$ cat src/hdl/cmsp_pkg.sv
// Package for the CoAP message stream parser.
// Types, codes and constants shared by the front end, queue and back end.
package cmsp_pkg;

   typedef enum logic [2:0] {
      PH_HEADER, PH_TOKEN, PH_OPTHEAD, PH_DELTAEXT,
      PH_LENEXT, PH_VALUE, PH_PAYLOAD, PH_HALT
   } phase_type;

   localparam logic [2:0] KIND_HEADER  = 3'd0;
   localparam logic [2:0] KIND_TOKEN   = 3'd1;
   localparam logic [2:0] KIND_OPTION  = 3'd2;
   localparam logic [2:0] KIND_VALUE   = 3'd3;
   localparam logic [2:0] KIND_PAYLOAD = 3'd4;
   localparam logic [2:0] KIND_END     = 3'd5;

   localparam logic [3:0] ST_OK        = 4'd0;
   localparam logic [3:0] ST_TRUNC     = 4'd1;
   localparam logic [3:0] ST_VERSION   = 4'd2;
   localparam logic [3:0] ST_TOKEN     = 4'd3;
   localparam logic [3:0] ST_CLASS     = 4'd4;
   localparam logic [3:0] ST_NIBBLE    = 4'd5;
   localparam logic [3:0] ST_EMPTY_PL  = 4'd6;
   localparam logic [3:0] ST_BAD_EMPTY = 4'd7;
   localparam logic [3:0] ST_RESET_MSG = 4'd8;
   localparam logic [3:0] ST_OVERFLOW  = 4'd9;

   localparam logic [1:0] TYPE_NON = 2'd1;
   localparam logic [1:0] TYPE_RST = 2'd3;

   localparam logic [0:0] REG_VERSION = 1'd0;
   localparam logic [0:0] REG_MAX_TKL = 1'd1;

   localparam int QUEUE_DEPTH = 4;
   localparam int QUEUE_AW    = $clog2(QUEUE_DEPTH);

   typedef struct packed {
      logic [2:0]  kind;
      logic [7:0]  byte_out;
      logic [1:0]  msg_type;
      logic [3:0]  token_count;
      logic [2:0]  class_bits;
      logic [4:0]  detail_bits;
      logic [15:0] message_id;
      logic [15:0] option_number;
      logic [16:0] option_length;
      logic [3:0]  status;
      logic        end_of_run;
   } result_type;

   // one queue entry: up to two results that one byte causes
   typedef struct packed {
      logic       two;
      result_type first;
      result_type second;
   } entry_type;

endpackage

$ cat src/hdl/cmsp_front.sv
// Front end: takes datagram words, tracks parse state, builds result entries.
// Depends on cmsp_pkg.
module cmsp_front (
   input  logic                clock,
   input  logic                reset,
   input  logic [1:0]          expected_version,
   input  logic [3:0]          max_token_length,
   input  logic                in_valid,
   input  logic [7:0]          data_byte,
   input  logic                last_byte,
   output logic                in_ready,
   output logic                ent_valid,
   output cmsp_pkg::entry_type ent,
   input  logic                ent_ready
);
   import cmsp_pkg::*;

   phase_type   phase_ff, phase_in;
   logic [1:0]  hidx_ff, hidx_in;
   logic [1:0]  type_ff, type_in;
   logic [3:0]  tkl_ff, tkl_in;
   logic [2:0]  cls_ff, cls_in;
   logic [4:0]  det_ff, det_in;
   logic [15:0] id_ff, id_in;
   logic [3:0]  tleft_ff, tleft_in;
   logic [15:0] prev_ff, prev_in;
   logic [16:0] pdelta_ff, pdelta_in;
   logic [16:0] plen_ff, plen_in;
   logic [1:0]  ext_ff, ext_in;
   logic [16:0] vleft_ff, vleft_in;
   logic        sopt_ff, sopt_in;
   logic        spay_ff, spay_in;
   logic [3:0]  err_ff, err_in;

   logic        fire;
   logic        e_valid;
   result_type  r0, r1;
   logic        n0, n1;

   assign in_ready  = ent_ready;
   assign fire      = in_valid & in_ready;
   assign ent_valid = fire & e_valid;

   always_comb begin
      logic [3:0]  dn, ln;
      logic [17:0] sum;
      logic [16:0] acc;
      logic        do_finish, do_len;
      logic [3:0]  st;
      result_type  base, ro;
      phase_in = phase_ff; hidx_in = hidx_ff; type_in = type_ff; tkl_in = tkl_ff;
      cls_in = cls_ff; det_in = det_ff; id_in = id_ff; tleft_in = tleft_ff;
      prev_in = prev_ff; pdelta_in = pdelta_ff; plen_in = plen_ff; ext_in = ext_ff;
      vleft_in = vleft_ff; sopt_in = sopt_ff; spay_in = spay_ff; err_in = err_ff;
      dn = data_byte[7:4]; ln = data_byte[3:0];
      do_finish = 1'b0; do_len = 1'b0; sum = '0; acc = '0; st = ST_OK;
      n0 = 1'b0; n1 = 1'b0;
      ro = '0;
      unique case (phase_ff)
         PH_HEADER: begin
            if (hidx_ff == 2'd0) begin
               type_in = data_byte[5:4];
               tkl_in  = data_byte[3:0];
               if (data_byte[7:6] != expected_version) begin
                  err_in = ST_VERSION; phase_in = PH_HALT;
               end else if (data_byte[3:0] > max_token_length) begin
                  err_in = ST_TOKEN; phase_in = PH_HALT;
               end
            end else if (hidx_ff == 2'd1) begin
               cls_in = data_byte[7:5];
               det_in = data_byte[4:0];
               if (!(data_byte[7:5] == 3'd0 || data_byte[7:5] == 3'd2 ||
                     data_byte[7:5] == 3'd4 || data_byte[7:5] == 3'd5)) begin
                  err_in = ST_CLASS; phase_in = PH_HALT;
               end
            end else if (hidx_ff == 2'd2) begin
               id_in = {data_byte, 8'd0};
            end else begin
               id_in = {id_ff[15:8], data_byte};
               n0 = 1'b1; ro.kind = KIND_HEADER;
               tleft_in = tkl_ff;
               phase_in = (tkl_ff != 4'd0) ? PH_TOKEN : PH_OPTHEAD;
            end
            hidx_in = hidx_ff + 2'd1;
         end
         PH_TOKEN: begin
            n0 = 1'b1; ro.kind = KIND_TOKEN; ro.byte_out = data_byte;
            tleft_in = tleft_ff - 4'd1;
            if (tleft_ff == 4'd1) phase_in = PH_OPTHEAD;
         end
         PH_OPTHEAD: begin
            if (data_byte == 8'hff) begin
               phase_in = PH_PAYLOAD;
            end else if (dn == 4'd15 || ln == 4'd15) begin
               err_in = ST_NIBBLE; phase_in = PH_HALT;
            end else begin
               plen_in = {13'd0, ln};
               if (dn == 4'd13) begin
                  pdelta_in = 17'd13; ext_in = 2'd1; phase_in = PH_DELTAEXT;
               end else if (dn == 4'd14) begin
                  pdelta_in = 17'd269; ext_in = 2'd2; phase_in = PH_DELTAEXT;
               end else begin
                  pdelta_in = {13'd0, dn};
                  do_len = 1'b1;
               end
            end
         end
         PH_DELTAEXT: begin
            acc = (ext_ff == 2'd2) ? pdelta_ff + {1'b0, data_byte, 8'd0}
                                   : pdelta_ff + {9'd0, data_byte};
            pdelta_in = acc;
            ext_in = ext_ff - 2'd1;
            if (ext_ff == 2'd1) do_len = 1'b1;
         end
         PH_LENEXT: begin
            acc = (ext_ff == 2'd2) ? plen_ff + {1'b0, data_byte, 8'd0}
                                   : plen_ff + {9'd0, data_byte};
            plen_in = acc;
            ext_in = ext_ff - 2'd1;
            if (ext_ff == 2'd1) do_finish = 1'b1;
         end
         PH_VALUE: begin
            n0 = 1'b1; ro.kind = KIND_VALUE; ro.byte_out = data_byte;
            vleft_in = vleft_ff - 17'd1;
            if (vleft_ff == 17'd1) phase_in = PH_OPTHEAD;
         end
         PH_PAYLOAD: begin
            n0 = 1'b1; ro.kind = KIND_PAYLOAD; ro.byte_out = data_byte;
            spay_in = 1'b1;
         end
         default: begin
         end
      endcase
      if (do_len) begin
         if (plen_in == 17'd13) begin
            ext_in = 2'd1; phase_in = PH_LENEXT;
         end else if (plen_in == 17'd14) begin
            plen_in = 17'd269; ext_in = 2'd2; phase_in = PH_LENEXT;
         end else begin
            do_finish = 1'b1;
         end
      end
      if (do_finish) begin
         sum = {2'b0, prev_ff} + {1'b0, pdelta_in};
         if (sum[17:16] != 2'b00) begin
            if (err_in == ST_OK) err_in = ST_OVERFLOW;
            phase_in = PH_HALT;
         end else begin
            n0 = 1'b1; ro.kind = KIND_OPTION;
            ro.option_number = sum[15:0]; ro.option_length = plen_in;
            prev_in = sum[15:0]; sopt_in = 1'b1;
            if (plen_in != 17'd0) begin
               vleft_in = plen_in; phase_in = PH_VALUE;
            end else begin
               phase_in = PH_OPTHEAD;
            end
         end
      end
      base = '0;
      base.msg_type = type_in; base.token_count = tkl_in; base.class_bits = cls_in;
      base.detail_bits = det_in; base.message_id = id_in;
      r0 = ro;
      r0.msg_type = type_in; r0.token_count = tkl_in; r0.class_bits = cls_in;
      r0.detail_bits = det_in; r0.message_id = id_in;
      if (err_in != ST_OK) st = err_in;
      else if (phase_in == PH_PAYLOAD && !spay_in) st = ST_EMPTY_PL;
      else if (phase_in != PH_OPTHEAD && phase_in != PH_PAYLOAD) st = ST_TRUNC;
      else if (cls_in == 3'd0 && det_in == 5'd0) begin
         if (type_in == TYPE_NON || tkl_in != 4'd0 || sopt_in || spay_in)
            st = ST_BAD_EMPTY;
      end else if (type_in == TYPE_RST) st = ST_RESET_MSG;
      r1 = base; r1.kind = KIND_END; r1.status = st; r1.end_of_run = 1'b1;
      n1 = last_byte;
      if (last_byte) begin
         phase_in = PH_HEADER; hidx_in = '0; type_in = '0; tkl_in = '0;
         cls_in = '0; det_in = '0; id_in = '0; tleft_in = '0; prev_in = '0;
         pdelta_in = '0; plen_in = '0; ext_in = '0; vleft_in = '0;
         sopt_in = 1'b0; spay_in = 1'b0; err_in = ST_OK;
      end
   end

   always_comb begin
      result_type lead;
      lead = r0;
      if (!n1) lead.end_of_run = 1'b1;
      e_valid = n0 | n1;
      ent.two = n0 & n1;
      ent.first = n0 ? lead : r1;
      ent.second = r1;
   end

   always_ff @(posedge clock) begin
      if (reset) begin
         phase_ff <= PH_HEADER; hidx_ff <= '0; type_ff <= '0; tkl_ff <= '0;
         cls_ff <= '0; det_ff <= '0; id_ff <= '0; tleft_ff <= '0; prev_ff <= '0;
         pdelta_ff <= '0; plen_ff <= '0; ext_ff <= '0; vleft_ff <= '0;
         sopt_ff <= 1'b0; spay_ff <= 1'b0; err_ff <= ST_OK;
      end else if (fire) begin
         phase_ff <= phase_in; hidx_ff <= hidx_in; type_ff <= type_in; tkl_ff <= tkl_in;
         cls_ff <= cls_in; det_ff <= det_in; id_ff <= id_in; tleft_ff <= tleft_in;
         prev_ff <= prev_in; pdelta_ff <= pdelta_in; plen_ff <= plen_in;
         ext_ff <= ext_in; vleft_ff <= vleft_in; sopt_ff <= sopt_in;
         spay_ff <= spay_in; err_ff <= err_in;
      end
   end
endmodule

$ cat src/hdl/cmsp_queue.sv
// Short queue of result entries between front end and back end.
// Depends on cmsp_pkg.
module cmsp_queue (
   input  logic                clock,
   input  logic                reset,
   input  logic                wr_valid,
   input  cmsp_pkg::entry_type wr_data,
   output logic                wr_ready,
   output logic                rd_valid,
   output cmsp_pkg::entry_type rd_data,
   input  logic                rd_pop
);
   import cmsp_pkg::*;

   entry_type           mem_ff [QUEUE_DEPTH];
   logic [QUEUE_AW-1:0] wp_ff, wp_in, rp_ff, rp_in;
   logic [QUEUE_AW:0]   cnt_ff, cnt_in;
   logic                push, pop;

   assign wr_ready = (cnt_ff != QUEUE_AW'(0) + (QUEUE_AW+1)'(QUEUE_DEPTH));
   assign rd_valid = (cnt_ff != '0);
   assign rd_data  = mem_ff[rp_ff];
   assign push     = wr_valid & wr_ready;
   assign pop      = rd_pop & rd_valid;

   always_comb begin
      wp_in  = push ? wp_ff + 1'b1 : wp_ff;
      rp_in  = pop ? rp_ff + 1'b1 : rp_ff;
      cnt_in = cnt_ff + {{QUEUE_AW{1'b0}}, push} - {{QUEUE_AW{1'b0}}, pop};
   end

   always_ff @(posedge clock) begin
      if (push) mem_ff[wp_ff] <= wr_data;
      if (reset) begin
         wp_ff <= '0; rp_ff <= '0; cnt_ff <= '0;
      end else begin
         wp_ff <= wp_in; rp_ff <= rp_in; cnt_ff <= cnt_in;
      end
   end
endmodule

$ cat src/hdl/cmsp_back.sv
// Back end: unpacks queue entries into single results on the output channel.
// Depends on cmsp_pkg.
module cmsp_back (
   input  logic                 clock,
   input  logic                 reset,
   input  logic                 q_valid,
   input  cmsp_pkg::entry_type  q_data,
   output logic                 q_pop,
   output logic                 out_valid,
   output cmsp_pkg::result_type out_data,
   input  logic                 out_ready
);
   import cmsp_pkg::*;

   logic sec_ff, sec_in;
   logic take;

   assign out_valid = q_valid;
   assign out_data  = sec_ff ? q_data.second : q_data.first;
   assign take      = out_valid & out_ready;
   assign q_pop     = take & (sec_ff | ~q_data.two);

   always_comb begin
      sec_in = sec_ff;
      if (take) sec_in = ~sec_ff & q_data.two;
   end

   always_ff @(posedge clock) begin
      if (reset) sec_ff <= 1'b0;
      else sec_ff <= sec_in;
   end
endmodule

$ cat src/hdl/coap_message_stream_parser.sv
// Top level of the CoAP message stream parser: CSR port, front end, queue, back end.
// Depends on cmsp_pkg, cmsp_front, cmsp_queue, cmsp_back.
//
// channel  ports              direction  role
// req      req_valid/ready    in         datagram word and last flag
// rsp      rsp_valid/ready    out        up to two results per word, one per cycle when rsp_ready
// csr      psel..pready       in/out     version and max token length
//
// One word per cycle when rsp keeps up; the results of a word are written into the
// queue when the word is accepted and leave it in order. A word causing two results
// holds its queue entry while the back end sends them in turn.
// A 4-entry queue decouples front and back; req_ready drops when it is full.
// Reset is synchronous; it clears parse state and sets registers to 1 and 8.
module coap_message_stream_parser (
   input  logic        clock,
   input  logic        reset,
   input  logic        req_valid,
   output logic        req_ready,
   input  logic [7:0]  req_data_byte,
   input  logic        req_last_byte,
   output logic        rsp_valid,
   input  logic        rsp_ready,
   output logic [2:0]  rsp_kind,
   output logic [7:0]  rsp_byte_out,
   output logic [1:0]  rsp_msg_type,
   output logic [3:0]  rsp_token_count,
   output logic [2:0]  rsp_class_bits,
   output logic [4:0]  rsp_detail_bits,
   output logic [15:0] rsp_message_id,
   output logic [15:0] rsp_option_number,
   output logic [16:0] rsp_option_length,
   output logic [3:0]  rsp_status,
   output logic        rsp_end_of_run,
   input  logic        psel,
   input  logic        penable,
   input  logic        pwrite,
   input  logic [2:0]  paddr,
   input  logic [31:0] pwdata,
   output logic [31:0] prdata,
   output logic        pready
);
   import cmsp_pkg::*;

   logic [1:0] ver_ff;
   logic [3:0] mtk_ff;
   logic       wr;
   logic       ent_valid, ent_ready, q_valid, q_pop;
   entry_type  ent, q_data;
   result_type res;

   assign pready = 1'b1;
   assign wr = psel & penable & pwrite;

   always_ff @(posedge clock) begin
      if (reset) begin
         ver_ff <= 2'd1; mtk_ff <= 4'd8;
      end else if (wr) begin
         if (paddr[2] == REG_VERSION) ver_ff <= pwdata[1:0];
         else mtk_ff <= pwdata[3:0];
      end
   end

   always_comb begin
      prdata = '0;
      case (paddr[2])
         REG_VERSION: prdata = {30'd0, ver_ff};
         default:     prdata = {28'd0, mtk_ff};
      endcase
   end

   cmsp_front u_front (
      .clock, .reset, .expected_version(ver_ff), .max_token_length(mtk_ff),
      .in_valid(req_valid), .data_byte(req_data_byte), .last_byte(req_last_byte),
      .in_ready(req_ready), .ent_valid, .ent, .ent_ready
   );

   cmsp_queue u_queue (
      .clock, .reset, .wr_valid(ent_valid), .wr_data(ent), .wr_ready(ent_ready),
      .rd_valid(q_valid), .rd_data(q_data), .rd_pop(q_pop)
   );

   cmsp_back u_back (
      .clock, .reset, .q_valid, .q_data, .q_pop,
      .out_valid(rsp_valid), .out_data(res), .out_ready(rsp_ready)
   );

   assign rsp_kind          = res.kind;
   assign rsp_byte_out      = res.byte_out;
   assign rsp_msg_type      = res.msg_type;
   assign rsp_token_count   = res.token_count;
   assign rsp_class_bits    = res.class_bits;
   assign rsp_detail_bits   = res.detail_bits;
   assign rsp_message_id    = res.message_id;
   assign rsp_option_number = res.option_number;
   assign rsp_option_length = res.option_length;
   assign rsp_status        = res.status;
   assign rsp_end_of_run    = res.end_of_run;

   a_kind_range: assert property (@(posedge clock) disable iff (reset)
      rsp_valid |-> rsp_kind <= KIND_END) else $error("bad result kind");
   a_end_flag: assert property (@(posedge clock) disable iff (reset)
      (rsp_valid && rsp_kind == KIND_END) |-> rsp_end_of_run)
      else $error("end status without end of run");
   a_status_zero: assert property (@(posedge clock) disable iff (reset)
      (rsp_valid && rsp_kind != KIND_END) |-> rsp_status == ST_OK)
      else $error("status on non-end result");
   a_no_loss: assert property (@(posedge clock) disable iff (reset)
      (ent_valid && !ent_ready) |-> 1'b0) else $error("entry pushed into full queue");
endmodule

$ cat config.mk
export PLATFORM = sky130hd
export DESIGN_NAME = coap_message_stream_parser
export DESIGN_NICKNAME = d
export VERILOG_FILES = /design/src/hdl/cmsp_pkg.sv /design/src/hdl/cmsp_front.sv /design/src/hdl/cmsp_queue.sv /design/src/hdl/cmsp_back.sv /design/src/hdl/coap_message_stream_parser.sv
export SDC_FILE = /design/constraint.sdc
export NUM_CORES = 1
export LEC_CHECK = 0
export BUFFER_PORTS_ARGS = -buffer_cell sky130_fd_sc_hd__buf_2
export CORE_MARGIN = 2
export CORE_UTILIZATION = 40
export DETAILED_ROUTE_END_ITERATION = 10
export SYNTH_ARGS = -nofsm -noshare
export SYNTH_HDL_FRONTEND = slang
export SYNTH_SLANG_ARGS = --single-unit
$ cat constraint.sdc
create_clock -name clock -period 7.1 [get_ports clock]
set_input_delay 0.355 -clock clock [delete_from_list [all_inputs] [get_ports clock]]
set_output_delay 0.355 -clock clock [all_outputs]
set_load 0.03 [all_outputs]
==> results.cfg, run 1 <==
[route]
remaining_drc_errors = 0
wl_per_cell_um = 21.1
postRouteAntennaNets = 0
num_vias = 15700
routed_wl_mm = 58.6
viasPerCell = 5.65
dr.pass1.iters = 6
drtIter0Drc = 1277

[sta]
finClkSkew_ns = 0.0179
setup_viol_count_final = 0
tightest_slew_ns = 1.06
fin_tns_setup_ns = 0
rsz0062_at_grt = no
slew_viol_final = 0
finalHoldViolations = 0
clock.fmax_mhz = 168
slew-limit-headroom_pct = 29.2
hold_slack_ns = 0.0407
finalWorstPathRequiredPeriod_ns = 5.96
fin_crit_sh_pct = 83.9
setup_slack_ns = 1.14

[logic_synthesis]
syn_area_per_cell_um2 = 12.1
synth_largest_area_cell = edfxtp_1
yosys-mux-area-fraction_pct = 9.45
synth_seq_cells = 466
synth-simple-area-share_pct = 12.0
synth_fa_ha_area_share_pct = 4.27
synthesis.area_um2 = 22700
seq_area_frac_synth_pct = 55.8
synth-edff-count = 336
synth_xor_xnor_area_share_pct = 1.54
ys_top_cells_by_area = edfxtp_1 44%, dfxtp_1 11%, mux4_2 8.3%
yosysWarnings = 0
async_flop_share_pct = 0
synthFlopType = edfxtp_1
postSynthCellCount = 1878
yosys.cell_types.count = 91
synth_top_area_share_pct = 44.4
synth_compound_area_share_pct = 13.2
synth_top_family_by_area = compound AO/OA/AOI/OAI gates

[global_route]
overflow = 0
grt_first_pass_wirelength_mm = 90.2
grt_max_degree = 84
antenna_found_initial = 0
grt_usage_pct = 19.6
grt_pass1_vias = 15400

[worst_hold_path]
hold_path_class = input pin to flop

[setup_path]
cp.required_ns = 7.52
startpoint_type = flop
crit_end = u_queue.cnt_ff[2]
endpoint_kind = flop
crit_type = flop to flop
timing.critical_path.from = u_front.phase_ff[1]
arrival_ns = 6.38
cp_max_fo = 18
reg2reg_to = u_queue.cnt_ff[2]
rrSetupSlack_ns = 1.14
rr_worst_depth = 24
r2r-start = u_front.phase_ff[1]

[final_layout]
multi_input_area_um2 = 9330
fin_util_pct = 45.6
regArea_um2 = 12700
layout_common_cells = 336 x edfxtp_1, 183 x nor2_1, 139 x nand2_1
drive_above_1_share_pct = 17.7
final_common_cell = edfxtp_1
syn_to_final_growth_pct = 12.9
final_nets = 2103
fill_cells = 5099

[clocking]
cts_buffer_depth = 3
h-tree-depth = 2
clk_pin_slew_ns = 0.06
cts_tree = done
root_buffer = clkbuf_16
cts_sinks = 466
postCtsSetupRepairBufs = 0
clk-insertion-delay-late_ns = 0.58
cts_resized = 0
cts_made_buffers = 48
hold_buffers = 1

[placement]
hpwl_mm = 38.4
dp_slack_ns = 1.08
place.port_buffers = 105
gp_congestion = 0.881

[flow_run]
drv_cap = 0

[die]
die_y_um = 242
die_area_um2 = 58800
ios = 165
core_area_um2 = 56300
rows = 87
die_x_um = 242
initial_core_util_pct = 40.4

[run_status]
outcome = finished clean

[power]
p_per_area_nw_per_um2 = 315
ir_drop_uv = 194
power_leakage_nw = 9.14
-- stage by stage --
| stage | instances | total power [mW] | instance area (um^2) |
|---|---|---|---|
| finish | 2772 | 8.09 | 25700 |
| global route | 2771 | 8.45 | 25700 |
| CTS | 2771 | 8.17 | 25700 |
| detailed placement | 2683 | 5.65 | 24100 |
| global placement | 2683 | 5.61 | 24100 |
| floorplan | 1905 | 4.99 | 22800 |
-- cell type report --
cell class,instances,share of cell area (%)
Timing Repair Buffer,144,3.55
Clock buffer,64,5.15
Tap cell,756,3.68
Inverter,58,0.848
Antenna cell,1,0.00975
Sequential cell,466,49.5
Clock inverter,23,0.936
Multi-Input combinational cell,1260,36.4
-- flip-flops by register name (all words and copies together) (netlist names), 5 cells and up, named ones only --
| name | count |
|---|---|
| u_front.plen_ff | 17 |
| u_front.pdelta_ff | 17 |
| u_front.prev_ff | 16 |
| u_queue.mem_ff | 336 |
| u_front.id_ff | 16 |
| u_front.vleft_ff | 17 |
| u_front.det_ff | 5 |
-- layer usage --
layer	track usage (%)	vias up	wire, um
met4	5.88	0	1510
met1	26.1	7879	25800
met3	3.47	94	3120
met2	32.8	451	28100
li1	-	7236	-
met5	0	-	0
-- cell usage after synthesis, types with 39 or more instances --
cell type / n
o21ai_0: 92
dfxtp_1: 130
clkbuf_1: 65
a21oi_1: 101
mux4_2: 84
inv_1: 57
nor2_1: 184
nand3_1: 39
nand2_1: 140
ha_1: 68
and2_1: 71
edfxtp_1: 336
a22oi_1: 54
-- power breakdown --
part	switching [mW]	internal, mW
clock network	1.03	1.49
registers	0.137	3.17
logic	1.48	0.780
total	2.65	5.44
-- cells by family (layout without fill, tap and decap cells) --
logic type	after synthesis	count (layout)
and+or+nand+nor	567	567
adders and majority gates	74	74
other	2	30
muxes	108	108
DFF	466	466
buffers and inverters	179	289
xor gates and xnor gates	40	40
AOI/OAI and AO/OA	442	442
-- worst max-delay path, stage by stage (launching register included) --
cell and delay, ns:
dfxtp_1 0.75, nor3b_4 0.55, a21oi_1 0.33, nand2_1 0.29, a221o_1 0.23, ha_1 0.18
inv_1 0.06, fa_1 0.43, nor2b_1 0.19, o31a_1 0.25, o21bai_1 0.14, a31oi_1 0.23
o21a_1 0.17, nand3_1 0.11, o21ai_0 0.30, buf_4 0.21, o211ai_4 0.08, a21oi_1 0.14
buf_4 0.18, ha_1 0.15, inv_1 0.05, fa_1 0.40, xor2_1 0.17, xnor2_1 0.14
nor2_1 0.05
-- worst min path at each step --
stage,from,endpoint,slack [ns],cells after the start
5_1_grt,pwdata[1],ver_ff[1],0.05,3
3_3_place_gp,u_front.sopt_ff,u_front.sopt_ff,0.46,2
3_5_place_dp,u_front.prev_ff[12],u_front.prev_ff[12],0.46,1
2_1_floorplan,u_front.sopt_ff,u_front.sopt_ff,0.43,2
6_report,pwdata[2],mtk_ff[2],0.04,3
4_1_cts,pwdata[2],mtk_ff[2],0.01,3
(Power assumes the default switching activity.)
==> run 2, diff against run 1 <==
==> constraint.sdc (replaced) <==
create_clock -name clock -period 5.1 [get_ports clock]
set_input_delay 0.255 -clock clock [delete_from_list [all_inputs] [get_ports clock]]
set_output_delay 0.255 -clock clock [all_outputs]
set_load 0.03 [all_outputs]
==> run 2 against run 1 <==
  * Non-clock buffer count rose by 83
  * Setup slack got worse by 0.91 ns
  * Via count rose by 1.3%
  * Largest cell class unchanged
  * Sequential power rose by 37%
  * Power rose by 43%
  * Critical path type unchanged
  * Largest power group unchanged
  * Worst hold slack improved by 0.030 ns
  * Global-route usage rose by 0.75 points
==> results.cfg, run 2 (same netlist as run 1, synthesis figures left out) <==
[worst_hold_path]
hold_path_class = input pin to flop
hold_depth = 3
min-delay-start = pwrite
whs_endpoint = ver_ff[0]

[die]
core_area_um2 = 56300
initial_core_util_pct = 40.4
die_y_um = 242
die_x_um = 242
rows = 87
ios = 165
die_area_um2 = 58800

[setup_path]
crit_type = flop to flop
cpPeakStageDelay_ns = 0.35
cp.required_ns = 5.55
cp_max_fo = 4
startpoint_type = flop
rr_worst_depth = 28
r2r-start = u_front.pdelta_ff[1]
rrSetupSlack_ns = 0.24
reg2reg_to = u_queue.cnt_ff[2]
cpMaxStageDelayCell = fa_2
endpoint_kind = flop
arrival_ns = 5.32

[sta]
slew-limit-headroom_pct = 32.5
fin_tns_setup_ns = 0
tightest_slew_ns = 1.01
clock.fmax_mhz = 206
fin_crit_sh_pct = 95.4
setup_slack_ns = 0.235
slew_viol_final = 0
finalWorstPathRequiredPeriod_ns = 4.86
finClkSkew_ns = 0.0273
setup_viol_count_final = 0
finalHoldViolations = 0

[clocking]
cts_buffer_depth = 3
h-tree-depth = 2
cts_tree = done
root_buffer = clkbuf_16
clk_pin_slew_ns = 0.06
cts_made_buffers = 49
clk-insertion-delay-late_ns = 0.60
cts_sinks = 466

[global_route]
grt_first_pass_wirelength_mm = 93.4
overflow = 0
grt_max_degree = 73
antenna_found_initial = 1
grt_usage_pct = 20.4
grt_pass1_vias = 16100

[route]
routed_wl_mm = 60.3
num_vias = 15900
drtIter0Drc = 1172
dr.pass1.iters = 8
postRouteAntennaNets = 0
wl_per_cell_um = 21.1
remaining_drc_errors = 0
viasPerCell = 5.55

[placement]
hpwl_mm = 40.6
place.port_buffers = 105
gp_congestion = 0.873
dp_slack_ns = 0.0213

[power]
ir_drop_uv = 282
p_per_area_nw_per_um2 = 436
power_leakage_nw = 9.62

[final_layout]
syn_to_final_growth_pct = 16.6
final_common_cell = edfxtp_1
largest-register = u_queue.mem_ff
layout_common_cells = 336 x edfxtp_1, 182 x nor2_1, 137 x nand2_1
drive_above_1_share_pct = 21.9
antenna_cells = 0
final_nets = 2187
largest_reg_flops = 336

[run_status]
outcome = finished clean

[flow_run]
drv_cap = 0
[run 2: repair_timing]
item                       CTS  global route
setup endpoints to repair    0           469
buffers inserted             0             8
hold buffers                 6             0
hold endpoints to repair    13             0
gates resized for setup      0            25
[run 2: metrics by stage]
step / std cells / util [%] / power (mW) / hold WS (ns) / cell area, um^2
after global routing: 2858 / 47.1 / 12.1 / 0.0880 / 26500
after CTS: 2850 / 46.9 / 11.7 / 0.0475 / 26400
final: 2858 / 47.1 / 11.6 / 0.0702 / 26500
after detailed placement: 2753 / 43.8 / 7.97 / 0.459 / 24700
after floorplan: 1905 / - / 6.93 / 0.380 / 22900
after global placement: 2753 / 43.8 / 7.93 / 0.449 / 24700
[run 2: layout make-up]
type                       instances  area, um^2
clock inverter                    27         318
fill                            5053       29800
tap                              756         946
sequential                       466       12700
inverter                          58         218
timing repair buffer             227        1580
clock buffer                      64        1340
multi-input combinational       1260        9410
[run 2: critical path, delay by kind of cell (launching register included)]
kind            cells  cell delay (ns)
compound gates     14             2.11
fa+ha+maj           4             1.09
xor+xnor            3             0.43
simple gates        4             0.41
flops               1             0.34
buf+inv             3             0.34
[run 2: worst max path at each step]
stage                              start              endpoint  slack [ns]  cells after the start
floorplan              u_front.ext_ff[0]  u_queue.mem_ff[0][0]        0.04                     17
global placement        req_data_byte[0]    u_front.prev_ff[1]        0.08                     18
finish              u_front.pdelta_ff[1]     u_queue.cnt_ff[2]        0.24                     28
CTS                 u_front.pdelta_ff[0]     u_queue.cnt_ff[2]        0.01                     25
detailed placement      req_data_byte[0]     u_queue.cnt_ff[2]        0.02                     26
global route        u_front.pdelta_ff[1]     u_queue.cnt_ff[2]       -0.03                     28
[run 2: metal layers]
layer / GRT usage, % / share of wire (%) / vias up
met5: 0 / 0.020 / -
met4: 6.55 / 2.8 / 2
met2: 34.5 / 49 / 461
met3: 3.35 / 5.7 / 100
met1: 26.7 / 43 / 7890
li1: - / - / 7407
[run 2: where the power goes]
group          internal, mW  total [mW]  switching [mW]
clock network          2.17        3.68            1.51
registers              4.42        4.52           0.106
logic                  1.18        3.36            2.18
total                  7.77        11.6            3.79
